File: src/rtl/core/gfc_pkg.sv
`default_nettype none

package gfc_pkg;

    // Pulse counter width default and the width limits of the fixed fields.
    localparam int COUNT_WIDTH_DEF = 24;
    localparam int TICK_W          = 16;
    localparam int FREQ_W          = 20;
    localparam int SCAN_W          = 3;
    localparam int SCAN_POSITIONS  = 8;
    localparam int SEG_W           = 8;

    // Configuration port.
    localparam int CFG_INDEX_W = 4;
    localparam logic [CFG_INDEX_W-1:0] CFG_SETTLE_TICKS = CFG_INDEX_W'(0);
    localparam logic [CFG_INDEX_W-1:0] CFG_GATE_TICKS   = CFG_INDEX_W'(1);
    localparam logic [TICK_W-1:0] SETTLE_TICKS_RST = TICK_W'(100);
    localparam logic [TICK_W-1:0] GATE_TICKS_RST   = TICK_W'(1000);

    // Stream data widths.
    localparam int S_TDATA_W = 8;
    localparam int M_TDATA_W = 40;

    // Queue between the front and back parts.
    localparam int QUEUE_DEPTH = 4;

    // Frequency range and digit conversion constants.
    localparam logic [FREQ_W-1:0] FREQ_MAX    = FREQ_W'(999999);
    localparam logic [FREQ_W-1:0] RECIP_TEN   = FREQ_W'(838861);
    localparam int                RECIP_SHIFT = 23;
    localparam logic [SCAN_W-1:0] FIRST_DIGIT_POS = SCAN_W'(1);
    localparam logic [SCAN_W-1:0] LAST_DIGIT_POS  = SCAN_W'(6);
    localparam logic [SCAN_W-1:0] POINT_POS       = SCAN_W'(4);
    localparam logic [SEG_W-1:0]  SEG_POINT       = 8'h80;

    // One transaction queued from the front part to the back part.
    typedef struct packed {
        logic              gate_open;
        logic              result_valid;
        logic [FREQ_W-1:0] frequency;
        logic [SCAN_W-1:0] scan_pos;
    } entry_t;

    // Fill state of the queue.
    typedef struct packed {
        logic full;
        logic empty;
    } queue_status_t;

    // Seven-segment code of one decimal digit, segment a in bit 0.
    function automatic logic [SEG_W-1:0] seg_code(input logic [3:0] digit);
        logic [SEG_W-1:0] code;
        case (digit)
            4'd0:    code = 8'h3F;
            4'd1:    code = 8'h06;
            4'd2:    code = 8'h5B;
            4'd3:    code = 8'h4F;
            4'd4:    code = 8'h66;
            4'd5:    code = 8'h6D;
            4'd6:    code = 8'h7D;
            4'd7:    code = 8'h07;
            4'd8:    code = 8'h7F;
            4'd9:    code = 8'h6F;
            default: code = 8'h00;
        endcase
        return code;
    endfunction

endpackage

`default_nettype wire

File: src/rtl/core/gfc_front.sv
`default_nettype none

module gfc_front
    import gfc_pkg::*;
#(
    parameter int COUNT_WIDTH = COUNT_WIDTH_DEF
) (
    input  wire logic                   aclk,
    input  wire logic                   aresetn,
    input  wire logic                   cfg_valid,
    input  wire logic [CFG_INDEX_W-1:0] cfg_index,
    input  wire logic [TICK_W-1:0]      cfg_data,
    input  wire logic                   in_valid,
    input  wire logic                   tick,
    input  wire logic                   pulse,
    input  wire queue_status_t          q_status,
    output logic                        in_ready,
    output logic                        push,
    output entry_t                      push_entry
);

    localparam logic [COUNT_WIDTH-1:0] COUNT_MAX = '1;

    logic [TICK_W-1:0]      settle_reg;
    logic [TICK_W-1:0]      gate_len_reg;
    logic [TICK_W-1:0]      phase_reg, phase_next;
    logic [COUNT_WIDTH-1:0] pulse_reg, pulse_next;
    logic                   gate_reg, gate_next;
    logic [SCAN_W-1:0]      scan_reg, scan_next;
    logic [FREQ_W-1:0]      freq_reg, freq_next;

    logic [TICK_W-1:0]      phase_inc;
    logic [TICK_W:0]        close_at;
    logic                   open_hit;
    logic                   close_hit;
    logic [COUNT_WIDTH-1:0] count_base;
    logic [COUNT_WIDTH-1:0] corr_in;
    logic [3:0]             corr_sub;
    logic [COUNT_WIDTH-1:0] corr_diff;
    logic [FREQ_W-1:0]      corr_freq;

    assign in_ready = !q_status.full;
    assign push     = in_valid && in_ready;

    // Configuration writes; an index outside the list is ignored.
    always_ff @(posedge aclk) begin
        if (!aresetn) begin
            settle_reg   <= SETTLE_TICKS_RST;
            gate_len_reg <= GATE_TICKS_RST;
        end else if (cfg_valid) begin
            if (cfg_index == CFG_SETTLE_TICKS) begin
                settle_reg <= cfg_data;
            end else if (cfg_index == CFG_GATE_TICKS) begin
                gate_len_reg <= cfg_data;
            end
        end
    end

    // Phase compare against the open and close points.
    assign phase_inc = phase_reg + TICK_W'(1);
    assign close_at  = {1'b0, settle_reg} + {1'b0, gate_len_reg};
    assign open_hit  = tick && (phase_inc == settle_reg);
    assign close_hit = tick && ({1'b0, phase_inc} == close_at);

    // Piecewise correction of the closing count, then saturation.
    assign corr_in = open_hit ? '0 : pulse_reg;

    always_comb begin
        if (corr_in < COUNT_WIDTH'(100000)) begin
            corr_sub = 4'd0;
        end else if (corr_in < COUNT_WIDTH'(200000)) begin
            corr_sub = 4'd1;
        end else if (corr_in < COUNT_WIDTH'(300000)) begin
            corr_sub = 4'd3;
        end else if (corr_in < COUNT_WIDTH'(400000)) begin
            corr_sub = 4'd5;
        end else if (corr_in < COUNT_WIDTH'(500000)) begin
            corr_sub = 4'd7;
        end else if (corr_in < COUNT_WIDTH'(600000)) begin
            corr_sub = 4'd9;
        end else if (corr_in < COUNT_WIDTH'(700000)) begin
            corr_sub = 4'd10;
        end else begin
            corr_sub = 4'd11;
        end
        corr_diff = corr_in - COUNT_WIDTH'(corr_sub);
        if (corr_diff > COUNT_WIDTH'(FREQ_MAX)) begin
            corr_freq = FREQ_MAX;
        end else begin
            corr_freq = corr_diff[FREQ_W-1:0];
        end
    end

    // Next state of the gate sequencer for one transaction.
    always_comb begin
        phase_next = phase_reg;
        gate_next  = gate_reg;
        scan_next  = scan_reg;
        freq_next  = freq_reg;
        count_base = pulse_reg;
        if (tick) begin
            phase_next = phase_inc;
            scan_next  = scan_reg + SCAN_W'(1);
        end
        if (open_hit) begin
            gate_next  = 1'b1;
            count_base = '0;
        end
        if (close_hit) begin
            gate_next  = 1'b0;
            phase_next = '0;
            count_base = '0;
            freq_next  = corr_freq;
        end
        pulse_next = count_base;
        if (gate_next && pulse && (count_base != COUNT_MAX)) begin
            pulse_next = count_base + COUNT_WIDTH'(1);
        end
    end

    always_ff @(posedge aclk) begin
        if (!aresetn) begin
            phase_reg <= '0;
            pulse_reg <= '0;
            gate_reg  <= 1'b0;
            scan_reg  <= '0;
            freq_reg  <= '0;
        end else if (push) begin
            phase_reg <= phase_next;
            pulse_reg <= pulse_next;
            gate_reg  <= gate_next;
            scan_reg  <= scan_next;
            freq_reg  <= freq_next;
        end
    end

    // The scan position is the one sampled at the start of the transaction.
    assign push_entry.gate_open    = gate_next;
    assign push_entry.result_valid = close_hit;
    assign push_entry.frequency    = freq_next;
    assign push_entry.scan_pos     = scan_reg;

endmodule

`default_nettype wire

File: config.mk
export PLATFORM = sky130hd
export DESIGN_NAME = gfc_front
export DESIGN_NICKNAME = d
export VERILOG_FILES = /design/src/rtl/core/gfc_pkg.sv /design/src/rtl/core/gfc_front.sv
export SDC_FILE = /design/constraint.sdc
export NUM_CORES = 1
export LEC_CHECK = 0
export BUFFER_PORTS_ARGS = -buffer_cell sky130_fd_sc_hd__buf_2
export CORE_MARGIN = 2
export CORE_UTILIZATION = 62
export DETAILED_ROUTE_END_ITERATION = 8
export PLACE_DENSITY_LB_ADDON = 0.15
export SLEW_MARGIN = 20
export SYNTH_ARGS = -nofsm -noshare
export SYNTH_HDL_FRONTEND = slang
export SYNTH_SLANG_ARGS = --single-unit
export TNS_END_PERCENT = 30
File: constraint.sdc
create_clock -name aclk -period 7.7 [get_ports aclk]
set_clock_uncertainty 0.05 [all_clocks]
set_input_delay 0.77 -clock aclk [delete_from_list [all_inputs] [get_ports aclk]]
set_output_delay 0.77 -clock aclk [all_outputs]
set_load 0.01 [all_outputs]
Word level (Yosys, flattened, before mapping)
Index checks and enable logic that the tools add are counted.

operators by class
  reduce and logical (&&, ||, !) cells = 12
  eq/ne operators = 4
  $lt $le $gt $ge = 8
  bitwise gates (word level) = 1
  $add $sub $neg = 5
  mux-type cells = 16

operators by type and width
  cell                                                                             number
  24-bit by 19-bit less-than comparator with 1-bit output (second input constant)  3
  24-bit 2-to-1 mux                                                                3
  24-bit by 20-bit less-than comparator with 1-bit output (second input constant)  2
  20-bit 2-to-1 mux                                                                2
  16-bit 2-to-1 mux                                                                2
  24-bit by 1-bit adder with 24-bit output (second input constant)                 1
  24-bit by 20-bit > comparator with 1-bit output (second input constant)          1
  24-bit by 17-bit less-than comparator with 1-bit output (second input constant)  1
  24-bit by 18-bit less-than comparator with 1-bit output (second input constant)  1
  24-bit inequality test (second input constant)                                   1
  24-bit by 4-bit subtractor with 24-bit output                                    1
  4-bit 2-to-1 mux                                                                 5
  16-bit by 16-bit adder with 17-bit output                                        1
  16-bit by 17-bit == test with 1-bit output                                       1
  16-bit by 1-bit adder with 16-bit output (second input constant)                 1
  16-bit == test                                                                   1
  2-bit AND reduction                                                              3
  1-bit logical AND                                                                5
  4-bit by 1-bit == test with 1-bit output (second input constant)                 1
  4-bit zero test                                                                  1
  3-bit by 1-bit adder with 3-bit output (second input constant)                   1
  1-bit 2-to-1 mux                                                                 3
  3-bit AND reduction                                                              1
  2-bit 2-to-1 mux                                                                 1
  3 further kinds                                                                  3

word-level totals
  register bits after elaboration = 96
  word-level logic and storage cells = 53
  bits of input ports = 28

Logic depth before layout (Yosys ltp)
  depth after elaboration = 16
  gate-level depth with buffers = 29
  mapped depth without buffers = 25

Worst setup path after synthesis
No wires, ideal clock.

  kind = register -> output
  start = register phase_reg[1]
  end = output push_entry[16] (netlist name)
  stages on the path, launching flop included = 26
  data required time = 6.880 ns
  buffers on the path = 3
  arrival = 5.722 ns
  path slack = 1.158 ns
  cells stage by stage = dfxtp_1 -> ha_1 -> nand3_4 -> nor4_4 -> mux2i_1 -> nand3_1 -> nor4_1 -> nand3_1 -> clkbuf_1 -> clkbuf_1 -> a21oi_1 -> a32oi_1 -> o221ai_1 -> nand3_1 -> fa_1 -> a21o_1 -> a21o_1 -> clkbuf_1 -> nor3_2 -> nand4_1 -> maj3_1 -> a211oi_1 -> a21oi_1 -> nand2b_1 -> a211o_1 -> o21ai_0

RTL lines
  what                    RTL line          RTL
  start, declared         gfc_front.sv:26   logic [TICK_W-1:0] phase_reg, phase_next;
  start signal, assigned  gfc_front.sv:129  phase_reg <= phase_next;
  end, declared           gfc_front.sv:19   output entry_t push_entry

==> key figures <==
Timing
  – Hold Vio Cnt, Final: 0
  – Max Slew Vio Count: 0
  – Slew @ Worst Pin: about 0.8 ns
  – Setup TNS: 0 ns
  – Final hold slack: roughly 0.41 ns
  – Fmax: around 140 MHz
  – Slew headroom: between 40% and 50%
  – Endpoints failing setup: 0
  – Tmin final: 7.27 ns
  – Final worst path period share: between 90% and 100%

CTS
  – Clock-pin slew on the worst setup and hold paths: 0.06 ns
  – Clock Sinks: 96
  – CTS tree: yes
  – Root Buffer: clkbuf_16
  – Num CTS Buffers: 9
  – Bufs on Longest Clock Path: 2
  – H-tree depth: 3
  – Worst-Skew Late Latency: 0.36 ns

Finish
  – Antenna cells: 0
  – Final net count: 1,129
  – # fillers: around 1,100
  – Share of cells above drive strength 1: a little under an eighth
  – Utilization after layout: between 60% and 70%
  – Finished Cell Area: approximately 8300 um^2
  – Area Overhead vs Synth: 7.95%
  – Largest register FFs: 24

Run
  – Maxcap violations: 0

Route
  – Via count: between 7,000 and 8,000
  – Post-DR wirelength/cell: around 17 um
  – Total routed wirelength: approximately 21,000 um
  – Post-DRT Antenna Nets: 0
  – Drt first pass iters: 6
  – Post-route DRC: 0
  – Initial DRC Count: 622
  – Via/cell ratio: roughly 6.3

Yosys
  – Mean Syn Cell Area: between 7 and 8 um^2
  – EDFF count, synth: 0
  – Mapped cell area: 7720 um^2
  – Top cell types by occurrence after synthesis: 150 x nand2_1, 107 x a21oi_1, 96 x dfxtp_1
  – Synth area leaders: dfxtp_1 25%, nand2_1 7.3%, a21oi_1 6.9%, xnor2_1 4.8%, o21ai_0 4.1%
  – Top cell type's share of synthesized area: 24.9%
  – Synth Net Count: around 1,100
  – Seq cells post-synth: 96
  – Mapped Cells: around 1,100
  – Seq/Total Area, Yosys: between 20% and 30%
  – Most frequent cell after synthesis: nand2_1
  – Most frequently used flop master after synthesis: dfxtp_1
  – Async S/R FF share, synth: 0%
  – Yosys top cell by area: dfxtp_1
  – Yosys warns: 0
  – Synth cell types: 85

Placed design
  – PortBufs: 53
  – Post-DP Area: about 7900 um^2
  – Detailed Place HPWL: about 15,000 um
  – Routability cong.: about 0.96

Power and ir drop
  – PwrDens: 125 nW/um^2
  – P_leak: between 3 and 4 nW
  – Worst vdd ir: around 0.12 mV

GRT
  – Total GRT Usage: between 30% and 40%
  – Largest net degree at the start of global routing: between 60 and 70
  – Initial antenna violation count: 0
  – Vias in the first global route: roughly 7,000
  – GRT Residual Overflow: 0
  – First-pass GRT wire length: 35,300 um

Critical path
  – Worst Path Class, Setup: register to primary output
  – Cell breakdown of the critical path: ha_2 -> nand3_4 -> nor4_4 -> mux2i_1 -> nor4b_4 -> nand4b_1 -> o21ai_1 -> a211oi_1 -> a21oi_2 -> a32oi_1 -> o221ai_1 -> nand3_1 -> fa_1 -> a21o_1 -> a21o_1 -> nor3_4 -> nand4_1 -> maj3_1 -> a211oi_1 -> a21oi_1 -> nand2b_1 -> a211o_1 -> o21ai_0 -> buf_2
  – Data required time of the critical path: ~6.9 ns
  – Worst path max stage delay: ~0.45 ns
  – Crit path max-delay family: compound AO/OA/AOI/OAI gates
  – Crit path launch type: register
  – Critical-path top delay cell: fa_1
  – Kind of end point of the critical path: primary output
  – Worst EP arrival: between 6 and 7 ns
  – Largest fanout on the critical path: 10
  – Worst Path Buf+Inv: 1

Die
  – Die footprint: 13,400 um^2
  – Die height: between 100 and 150 um
  – I/O pin cnt: between 50 and 60
  – Core Area: between 10,000 and 15,000 um^2
  – Initial core utilization: between 60% and 70%
  – Row count: 40
  – Die Span X: roughly 120 um

Hold path
  – Hold crit path type: register to register

Run status
  – Status: finished clean
## report_power, final
part,internal (mW),switching [mW]
sequential,0.500,0.00382
combinational,0.0253,0.0433
clock,0.270,0.202
total,0.795,0.249
## through the flow
step                setup slack (ns)  std cells  power [mW]
floorplan                       1.16       1078       0.558
global placement               0.321       1227       0.580
detailed placement             0.153       1227       0.581
CTS                           0.0184       1243        1.04
global route                -0.00744       1249        1.07
finish                         0.429       1249        1.04
## repair_timing
| action | 4_1_cts | 5_1_grt |
|---|---|---|
| pin swaps | 1 | 3 |
| setup buffers | 0 | 6 |
| gates resized for setup | 3 | 17 |
| endpoints found under the setup margin | 20 | 20 |
| hold buffers | 0 | 0 |
## tightest hold or removal path: cells and delay by family, from the launching register on
kind	cells	cell delay [ns]
AO/OA/AOI/OAI	1	0.05
flip-flops	1	0.31
AND/OR/NAND/NOR	1	0.05
## cell usage in the layout, fill, tap and decap left out, drive strengths merged, types with 5 or more instances in the layout
master    n
nand2   150
a21oi   107
dfxtp    96
buf      76
nor2     72
o21ai    67
nand3    55
xnor2    43
a31oi    36
nor3     30
nor4     25
inv      24
ha       23
and3     22
or3      17
nand4    17
and2     16
xor2     15
nand2b   14
a21o     14
clkbuf   14
nor2b    13
o211ai   13
nor3b     9
o21a      8
and4      7
a211oi    6
o41ai     6
nor4b     6
o31ai     5
mux2i     5
or3b      5
## path summary, 6_finish.rpt
| path | from | end | slack (ns) | depth (start not counted) |
|---|---|---|---|---|
| worst min-delay path | gate_len_reg[10] | gate_len_reg[10] | 0.41 | 2 |
| worst max register to register | phase_reg[0] | freq_reg[10] | 1.33 | 24 |
| worst max-delay path | phase_reg[0] | push_entry[16] | 0.43 | 24 |
| worst min register to register | gate_len_reg[10] | gate_len_reg[10] | 0.41 | 2 |
## per-layer routing
metal  up-vias  routed length (um)  track usage (%)  share of wire [%]
met5         -                   0                0                  0
met1      3681                9160             40.6                 43
met4         0                 779             16.0                3.6
met3        52                1080             3.92                5.0
met2       283               10500             56.7                 49
li1       3907                   -                -                  -
## cell type report
cell class / count / area (um^2) / share of cell area, %
multi-input combinational: 869 / 5380 / 64.5
clock buffer: 14 / 264 / 3.17
timing repair buffer: 76 / 438 / 5.25
tap: 168 / 210 / 2.52
clock inverter: 2 / 37.5 / 0.450
sequential: 96 / 1920 / 23.1
inverter: 24 / 90.1 / 1.08
## kinds of logic (layout without fill, tap and decap cells)
group | after synthesis | after routing | synth area share, %
flops | 96 | 96 | 24.9
compound gates | 302 | 302 | 23.9
buf+inv | 113 | 116 | 6.61
xor+xnor | 59 | 59 | 6.96
simple gates | 475 | 475 | 32.3
mux | 6 | 6 | 0.794
fa+ha+maj | 27 | 27 | 4.50
Note: power is estimated with default switching activity, not from simulation.
