[config.mk]
export PLATFORM = sky130hd
export DESIGN_NAME = gfc_queue
export DESIGN_NICKNAME = d
export VERILOG_FILES = /design/src/rtl/core/gfc_pkg.sv /design/src/rtl/core/gfc_queue.sv
export SDC_FILE = /design/constraint.sdc
export NUM_CORES = 1
export LEC_CHECK = 0
export BUFFER_PORTS_ARGS = -buffer_cell sky130_fd_sc_hd__buf_4
export CORE_MARGIN = 2
export CORE_UTILIZATION = 30
export CTS_CLUSTER_SIZE = 28
export DETAILED_ROUTE_END_ITERATION = 10
export SYNTH_ARGS = -nofsm -noshare
export SYNTH_HDL_FRONTEND = slang
export SYNTH_SLANG_ARGS = --single-unit
[constraint.sdc]
create_clock -name aclk -period 2.8 [get_ports aclk]
set_input_delay 0.56 -clock aclk [delete_from_list [all_inputs] [get_ports aclk]]
set_output_delay 0.56 -clock aclk [all_outputs]
set_load 0.03 [all_outputs]
[src/rtl/core/gfc_pkg.sv]
`default_nettype none

package gfc_pkg;

    // Pulse counter width default and the width limits of the fixed fields.
    localparam int COUNT_WIDTH_DEF = 24;
    localparam int TICK_W          = 16;
    localparam int FREQ_W          = 20;
    localparam int SCAN_W          = 3;
    localparam int SCAN_POSITIONS  = 8;
    localparam int SEG_W           = 8;

    // Configuration port.
    localparam int CFG_INDEX_W = 4;
    localparam logic [CFG_INDEX_W-1:0] CFG_SETTLE_TICKS = CFG_INDEX_W'(0);
    localparam logic [CFG_INDEX_W-1:0] CFG_GATE_TICKS   = CFG_INDEX_W'(1);
    localparam logic [TICK_W-1:0] SETTLE_TICKS_RST = TICK_W'(100);
    localparam logic [TICK_W-1:0] GATE_TICKS_RST   = TICK_W'(1000);

    // Stream data widths.
    localparam int S_TDATA_W = 8;
    localparam int M_TDATA_W = 40;

    // Queue between the front and back parts.
    localparam int QUEUE_DEPTH = 4;

    // Frequency range and digit conversion constants.
    localparam logic [FREQ_W-1:0] FREQ_MAX    = FREQ_W'(999999);
    localparam logic [FREQ_W-1:0] RECIP_TEN   = FREQ_W'(838861);
    localparam int                RECIP_SHIFT = 23;
    localparam logic [SCAN_W-1:0] FIRST_DIGIT_POS = SCAN_W'(1);
    localparam logic [SCAN_W-1:0] LAST_DIGIT_POS  = SCAN_W'(6);
    localparam logic [SCAN_W-1:0] POINT_POS       = SCAN_W'(4);
    localparam logic [SEG_W-1:0]  SEG_POINT       = 8'h80;

    // One transaction queued from the front part to the back part.
    typedef struct packed {
        logic              gate_open;
        logic              result_valid;
        logic [FREQ_W-1:0] frequency;
        logic [SCAN_W-1:0] scan_pos;
    } entry_t;

    // Fill state of the queue.
    typedef struct packed {
        logic full;
        logic empty;
    } queue_status_t;

    // Seven-segment code of one decimal digit, segment a in bit 0.
    function automatic logic [SEG_W-1:0] seg_code(input logic [3:0] digit);
        logic [SEG_W-1:0] code;
        case (digit)
            4'd0:    code = 8'h3F;
            4'd1:    code = 8'h06;
            4'd2:    code = 8'h5B;
            4'd3:    code = 8'h4F;
            4'd4:    code = 8'h66;
            4'd5:    code = 8'h6D;
            4'd6:    code = 8'h7D;
            4'd7:    code = 8'h07;
            4'd8:    code = 8'h7F;
            4'd9:    code = 8'h6F;
            default: code = 8'h00;
        endcase
        return code;
    endfunction

endpackage

`default_nettype wire

[src/rtl/core/gfc_queue.sv]
`default_nettype none

module gfc_queue
    import gfc_pkg::*;
#(
    parameter int DEPTH = QUEUE_DEPTH
) (
    input  wire logic          aclk,
    input  wire logic          aresetn,
    input  wire logic          push,
    input  wire entry_t        push_entry,
    input  wire logic          pop,
    output entry_t             head_entry,
    output queue_status_t      status
);

    localparam int PTR_W = (DEPTH > 1) ? $clog2(DEPTH) : 1;
    localparam int CNT_W = $clog2(DEPTH + 1);

    entry_t            slot_reg [DEPTH];
    logic [PTR_W-1:0]  wr_ptr_reg, wr_ptr_next;
    logic [PTR_W-1:0]  rd_ptr_reg, rd_ptr_next;
    logic [CNT_W-1:0]  fill_reg, fill_next;

    // Pointer and fill count updates.
    always_comb begin
        wr_ptr_next = wr_ptr_reg;
        rd_ptr_next = rd_ptr_reg;
        fill_next   = fill_reg;
        if (push) begin
            wr_ptr_next = (wr_ptr_reg == PTR_W'(DEPTH - 1)) ? '0 : wr_ptr_reg + PTR_W'(1);
        end
        if (pop) begin
            rd_ptr_next = (rd_ptr_reg == PTR_W'(DEPTH - 1)) ? '0 : rd_ptr_reg + PTR_W'(1);
        end
        if (push && !pop) begin
            fill_next = fill_reg + CNT_W'(1);
        end else if (pop && !push) begin
            fill_next = fill_reg - CNT_W'(1);
        end
    end

    always_ff @(posedge aclk) begin
        if (!aresetn) begin
            wr_ptr_reg <= '0;
            rd_ptr_reg <= '0;
            fill_reg   <= '0;
        end else begin
            wr_ptr_reg <= wr_ptr_next;
            rd_ptr_reg <= rd_ptr_next;
            fill_reg   <= fill_next;
        end
    end

    // Entry storage needs no reset.
    always_ff @(posedge aclk) begin
        if (push) begin
            slot_reg[wr_ptr_reg] <= push_entry;
        end
    end

    assign head_entry   = slot_reg[rd_ptr_reg];
    assign status.full  = (fill_reg == CNT_W'(DEPTH));
    assign status.empty = (fill_reg == '0);

endmodule

`default_nettype wire

Word level (Yosys, flattened, before mapping)
Memories as Yosys holds them, arrays and structs flattened. A register that Yosys moved wholly into a read port is not among the register bits.
Index checks and enable logic that the tools add are counted.
- register bits after elaboration: 7
- RAM bits: 100
- output and inout bits: 27
- logic and storage cells: 25
- memories: 1
- memories (memory ; depth ; width ; read ports ; clocked after memory_dff ; write ports ; RTL line ; source):
    slot_reg ; 4 ; 25 ; 1 ; 1 ; 1 ; gfc_queue.sv:20 ; entry_t slot_reg [DEPTH];
- add/sub/neg operators: 4
- equality and inequality tests: 3
- mux-type cells: 8
- reductions and logical operators: 6
- operators by type and width (operator ; count):
    2-to-1 mux 2 bit ; 4
    2-to-1 mux 3 bit ; 2
    adder 2 x 1 -> 2 bit (second input constant) ; 2
    equality test 2 bit (second input constant) ; 2
    adder 3 x 1 -> 3 bit (second input constant) ; 1
    equality test 3 bit (second input constant) ; 1
    zero test 3 bit ; 1
    subtractor 3 x 1 -> 3 bit (second input constant) ; 1
    logical AND 1 bit ; 2
    zero test 1 bit ; 2
    2-to-1 mux 1 bit ; 2
    nonzero test 2 bit ; 1

Logic depth before layout (Yosys ltp)
Gate-level depths: netlist of the first run.
- depth in word-level cells: 4
- mapped depth: 7

Worst setup path before layout of the first run
Ideal clock, no wire load.
- path kind: input to register
- from: input port pop
- to: register fill_reg[2]
- data arrival time: 1.764 ns
- setup slack: 0.961 ns
- stages on the path: 7
- path buffers: 0
- cell sequence: inv_1 ha_1 inv_1 fa_1 xor2_1 or3_1 a21boi_0
- word-level cells in the longest chain between the ends: 3
- ends and longest elaborated chain (what ; RTL line ; source):
    start, declared ; gfc_queue.sv:12 ; input wire logic pop,
    zero test 1 bit ; gfc_queue.sv:36 ; if (push && !pop) begin
    logical AND 1 bit ; gfc_queue.sv:36 ;
    2-to-1 mux 3 bit / nonzero test 2 bit (equally long branches) ; -- ;
    end signal, assigned ; gfc_queue.sv:51 ; fill_reg <= fill_next;
    end, declared ; gfc_queue.sv:23 ; logic [CNT_W-1:0] fill_reg, fill_next;
Several ways; a longest one is shown, not always the timed one.
A chain may end at the register's enable or synchronous reset.

==> results of run 1 <==
[synthesized netlist by cell type]
| cell type | count |
|---|---|
| buf_2 | 2 |
| ha_1 | 6 |
| nor3_1 | 2 |
| mux4_2 | 20 |
| o21a_1 | 1 |
| nor3b_1 | 1 |
| and2_1 | 5 |
| a21boi_0 | 1 |
| clkbuf_2 | 1 |
| xnor2_1 | 1 |
| o21ai_0 | 1 |
| fa_1 | 1 |
| inv_1 | 4 |
| mux2i_1 | 4 |
| buf_12 | 2 |
| edfxtp_1 | 100 |
| mux4_1 | 5 |
| xor2_1 | 1 |
| nor2b_1 | 5 |
| nor2_1 | 1 |
| buf_6 | 1 |
| or3_1 | 1 |
| dfxtp_1 | 9 |
[metrics by stage]
step,setup WS (ps),std cells
after detailed placement,632,408
after CTS,239,424
after global placement,642,408
final,307,425
after global routing,181,424
after floorplan,961,175
[metal layers]
layer | routed length [um] | global-route usage (%) | up-vias
li1 | - | - | 855
met1 | 3200 | 13.8 | 998
met2 | 3250 | 15.8 | 50
met3 | 430 | 4.04 | 12
met4 | 125 | 4.36 | 0
met5 | 0 | 0 | -
[kinds of logic after synthesis]
kind of cell / after synthesis
and+or+nand+nor: 15
muxes: 29
DFF: 109
AOI/OAI and AO/OA: 3
adders and majority gates: 7
buffers and inverters: 10
xor gates and xnor gates: 2
[worst min-delay path by stage]
stage,slack (ps),endpoint,cells past startpoint
2_1_floorplan,470,fill_reg[2],2
3_3_place_gp,490,fill_reg[2],2
3_5_place_dp,510,fill_reg[2],2
4_1_cts,390,slot_reg[1][5],1
5_1_grt,400,slot_reg[0][8],1
6_report,410,slot_reg[1][5],1
[layout make-up]
type | count | area, um^2 | share of cell area [%]
clock inverter | 3 | 16.3 | 0.322
multi-input combinational | 56 | 845 | 16.7
antenna | 1 | 2.50 | 0.0496
timing repair buffer | 63 | 485 | 9.61
clock buffer | 13 | 282 | 5.57
tap | 176 | 220 | 4.36
inverter | 4 | 15.0 | 0.297
sequential | 109 | 3180 | 63.1
[where the power goes]
group	internal (mW)	switching (mW)
clock network	0.704	0.532
logic	0.199	0.252
registers	1.86	0.0326
total	2.76	0.817
[critical path: stages (launching register included)]
cell,delay [ps]
dfxtp_2,620
buf_12,240
mux4_2,530
buf_4,190
==> results.md, run 1 <==
- Outcome: complete, no violations
- Power density cells: between 700 and 800 nW/um^2
- Final HPWL DP: between 4 and 5 mm
- Critical Path Start Type: register
- Syn_nets: 211
- Sequential fraction of the synthesis area: 77.5%
- Total Neg Setup Slack: 0 ps
- Initial antenna violation count: 1
- Final Power: roughly 3.6 mW
- WP data required: roughly 2200 ps
- RR Endpoint: fill_reg[2]
- Mean Syn Cell Area: 23.5 um^2
- CTS tree: built
- Drt pass-1 iters: 4
- GPL Wtd Cong: approximately 0.65
- Hold WS: 413 ps
- First-pass GRT wire length: between 10 and 15 mm
- # fillers: about 1200
- Final hold vios: 0
- Crit share post-route: between 80% and 90%
- Leakage power: approximately 1.7 nW
- Clock transition at path regs: ~70 ps
- NumNets Final: about 280
- Largest area contributor in the netlist: edfxtp_1
- Hold Buf Count CTS: 0
- Synth-to-Final Area Change: 22.9%
- HP Start: push_entry[5]
- FMAX: about 400 MHz
- Post-synth cell types: 23
- Worst vdd ir: between 0.2 and 0.3 mV
- Worst Path Arrival: about 1900 ps
- Vias per cell: ~4.5
- Synth Area in Simple Gates: under 10%
- Worst r2r path cells: 4
- GRT Total Usage: between 10% and 20%
- Final slew viol count: 0
- Crit path to: head_entry[13]
- Initial DRC Count: between 100 and 150
- Worst hold path class: primary input to register
- Compound-Gate Fraction of Synth Area: 0.487%
- Core Util, Final: between 30 and 40%
- Pin count of the biggest net entering global routing: 26
- Commonest non-fill, non-tap cell in the layout: edfxtp_1
- Die area: 14600 um^2
- Largest register FFs: 100
- Syn Inst Count: approximately 180
- Die Y: 121 um
- Synth Cell Area: around 4000 um^2
- Max clock buf depth: 2
- Via Count: about 1900
- R2r setup slk: 1300 ps
- Final wirelength: around 7.0 mm
- Share of layout cells above drive strength 1: 39.9%
- Worst r2r src: fill_reg[0]
- RSZ-0062 raised after global routing: false
- Multiplexer share of the synthesized area: ~15%
- I/O pin count: 56
- Final setup viols: 0
- Routed Antenna Nets: 0
- XOR/XNOR Fraction of Synth Area: less than 1%
- # rows: 42
- Count of maximum capacitance violations: 0
- Final Cell Area: 5050 um^2
- Syn. warnings: 0
- Core ar.: 13300 um^2
- H-tree depth: 3
- Routed len/inst: between 15 and 20 um
- Chip width: roughly 120 um
- Synth Area in Adders: under 10%
- Postcts setup bufs: 0
- Worst-Skew Late Latency: between 300 and 400 ps
- Final Critical Period: between 2000 and 2500 ps
- Most frequent cells in the layout: 100 x edfxtp_1, 62 x buf_4, 20 x mux4_2
- Largest family of logic cells by synthesized area: multiplexers
- PortBufs: 55
- Max_slew headroom: around 69%
- Root buf cell: clkbuf_16
- CP Capture Type: output port
- Clock sink total: between 100 and 150
- Initial cell density of the core: 30.9%
- # resized after CTS: 0
- Synth area leaders: edfxtp_1 73%, mux4_2 11%, dfxtp_1 4.4%
- Placed Area: 4750 um^2
- Seq cells post-synth: ~110
- Crit-path max FO: 14
- Worst Clk Skew: between 6 and 7 ps
- Worst setup path class: register to output port
- Grt ovf: 0
- Number of global-route vias before repair: between 1500 and 2000
- Least-Margin Pin Slew: 464 ps
- CTS buffer count: 9
- Area share of the largest cell type after synthesis: about 73%
- DRC viols: 0
Note: power is estimated with default switching activity, not from simulation.
==> inputs of run 2 (changes only) <==
--- a/constraint.sdc
+++ b/constraint.sdc
@@ -3,2 +3,2 @@
 set_output_delay 0.56 -clock aclk [all_outputs]
-set_load 0.03 [all_outputs]
+set_load 0.1 [all_outputs]
==> run 2 against run 1 <==
Against the previous run: critical path depth stayed put; via count is 5.4% lower; worst setup slack got worse by 31 ps; final area down 0.40%; die area unchanged; maximum frequency down 1.2%; power up 10%; routed wire length rose by 3.0%; sequential share of layout area up 0.25 points; core utilization fell by 0.15 points; register-to-register slack worse by 80 ps; largest cell class unchanged; highest routed layer unchanged.
==> results.md, run 2 (synthesized netlist as in run 1, its figures left out) <==
- Final Power: 3.95 mW
- Worst hold path class: primary input to register
- Max_slew headroom: around half
- NumNets Final: around 270
- Max clock buf depth: 2
- Most frequent cells in the layout: 100 x edfxtp_1, 58 x buf_4, 20 x mux4_2
- Grt ovf: 0
- Final Cell Area: a little over 5000 um^2
- Commonest non-fill, non-tap cell in the layout: edfxtp_1
- Clock sink total: approximately 110
- Crit share post-route: approximately nine tenths
- H-tree depth: 3
- Count of maximum capacitance violations: 0
- Root buf cell: clkbuf_16
- Worst Clk Skew: around 4.8 ps
- Initial DRC Count: between 150 and 200
- Critical Path Start Type: register
- Worst vdd ir: slightly above 0.3 mV
- Share of layout cells above drive strength 1: about two fifths
- Die Y: between 100 and 150 um
- Worst-Skew Late Latency: 340 ps
- Power density cells: about 780 nW/um^2
- Number of global-route vias before repair: 2012
- # fillers: approximately 1200
- Core ar.: 13300 um^2
- Die area: around 15000 um^2
- Synth-to-Final Area Change: 22.4%
- # diodes: 0
- Final Critical Period: between 2000 and 3000 ps
- Placed Area: 4710 um^2
- Leakage power: about 1.7 nW
- Crit-path max FO: 11
- Total Neg Setup Slack: 0 ps
- First-pass GRT wire length: about 11 mm
- GRT Total Usage: 10.7%
- Final slew viol count: 0
- Routed Antenna Nets: 0
- Setup ws final: between 200 and 300 ps
- DRC viols: 0
- Least-Margin Pin Slew: approximately 740 ps
- I/O pin count: 56
- Footprint of the multi-input gates: 860 um^2
- Outcome: complete, no violations
- PortBufs: 55
- RSZ-0062 raised after global routing: false
- Postcts setup bufs: 0
- Final hold vios: 0
- Pin count of the biggest net entering global routing: 26
- Initial cell density of the core: between 30% and 40%
- Via Count: between 1500 and 2000
- # resized after CTS: 0
- Clock transition at path regs: ~70 ps
- Final wirelength: between 7 and 8 mm
- Final setup viols: 0
- # rows: 42
- CTS buffer count: 9
- FMAX: 396 MHz
- DP Worst Slack: around 600 ps
- Worst Path Arrival: 1960 ps
- Largest register FFs: 100
- Drt pass-1 iters: 4
- Chip width: about 120 um
- Worst setup path class: register to output port
- CP Capture Type: output port
- Hold Buf Count CTS: 0
- Vias per cell: between 4 and 5
- WP data required: 2240 ps
- CTS tree: built
- Routed len/inst: between 15 and 20 um
- GPL Wtd Cong: slightly above 0.6
- Final HPWL DP: ~4.6 mm
- Register area: ~3200 um^2
- Initial antenna violation count: 0
[run 2: stage by stage]
step	hold WS (ps)	util [%]	instances
detailed placement	517	35.5	403
global placement	504	35.5	403
global route	397	37.8	419
floorplan	482	-	175
finish	417	37.8	419
CTS	398	37.8	419
[run 2: critical path: stages, from the launching register on]
cell     delay, ps
dfxtp_2        520
buf_4          310
mux4_2         540
buf_4          250
[run 2: worst paths after layout]
kind	startpoint	end	slack, ps	cells after the start
max	register	head_entry[19]	280	3
min	push_entry[0]	slot_reg[2][0]	420	1
max reg2reg	wr_ptr_reg[0]	slot_reg[0][1]	1220	3
min reg2reg	fill_reg[2]	fill_reg[2]	520	2
[run 2: metal layers]
layer / GRT usage (%) / share of wire (%) / wire length [um]
met1: 12.7 / 42 / 3040
met2: 17.2 / 49 / 3570
met3: 5.17 / 7.3 / 525
met4: 3.49 / 1.3 / 91
met5: 0 / 0 / 0
[run 2: power breakdown]
part	total, mW	internal [mW]	leakage (nW)	switching [mW]
Sequential	1.89	1.86	0.993	0.0333
Clock	1.31	0.777	0.143	0.532
Combinational	0.745	0.195	0.576	0.549
[run 2: area by class of cell]
class	count	area share [%]
timing repair buffer	58	8.66
sequential	109	63.3
inverter	4	0.299
multi-input combinational	56	17.1
clock inverter	7	1.79
tap	176	4.38
clock buffer	9	4.48
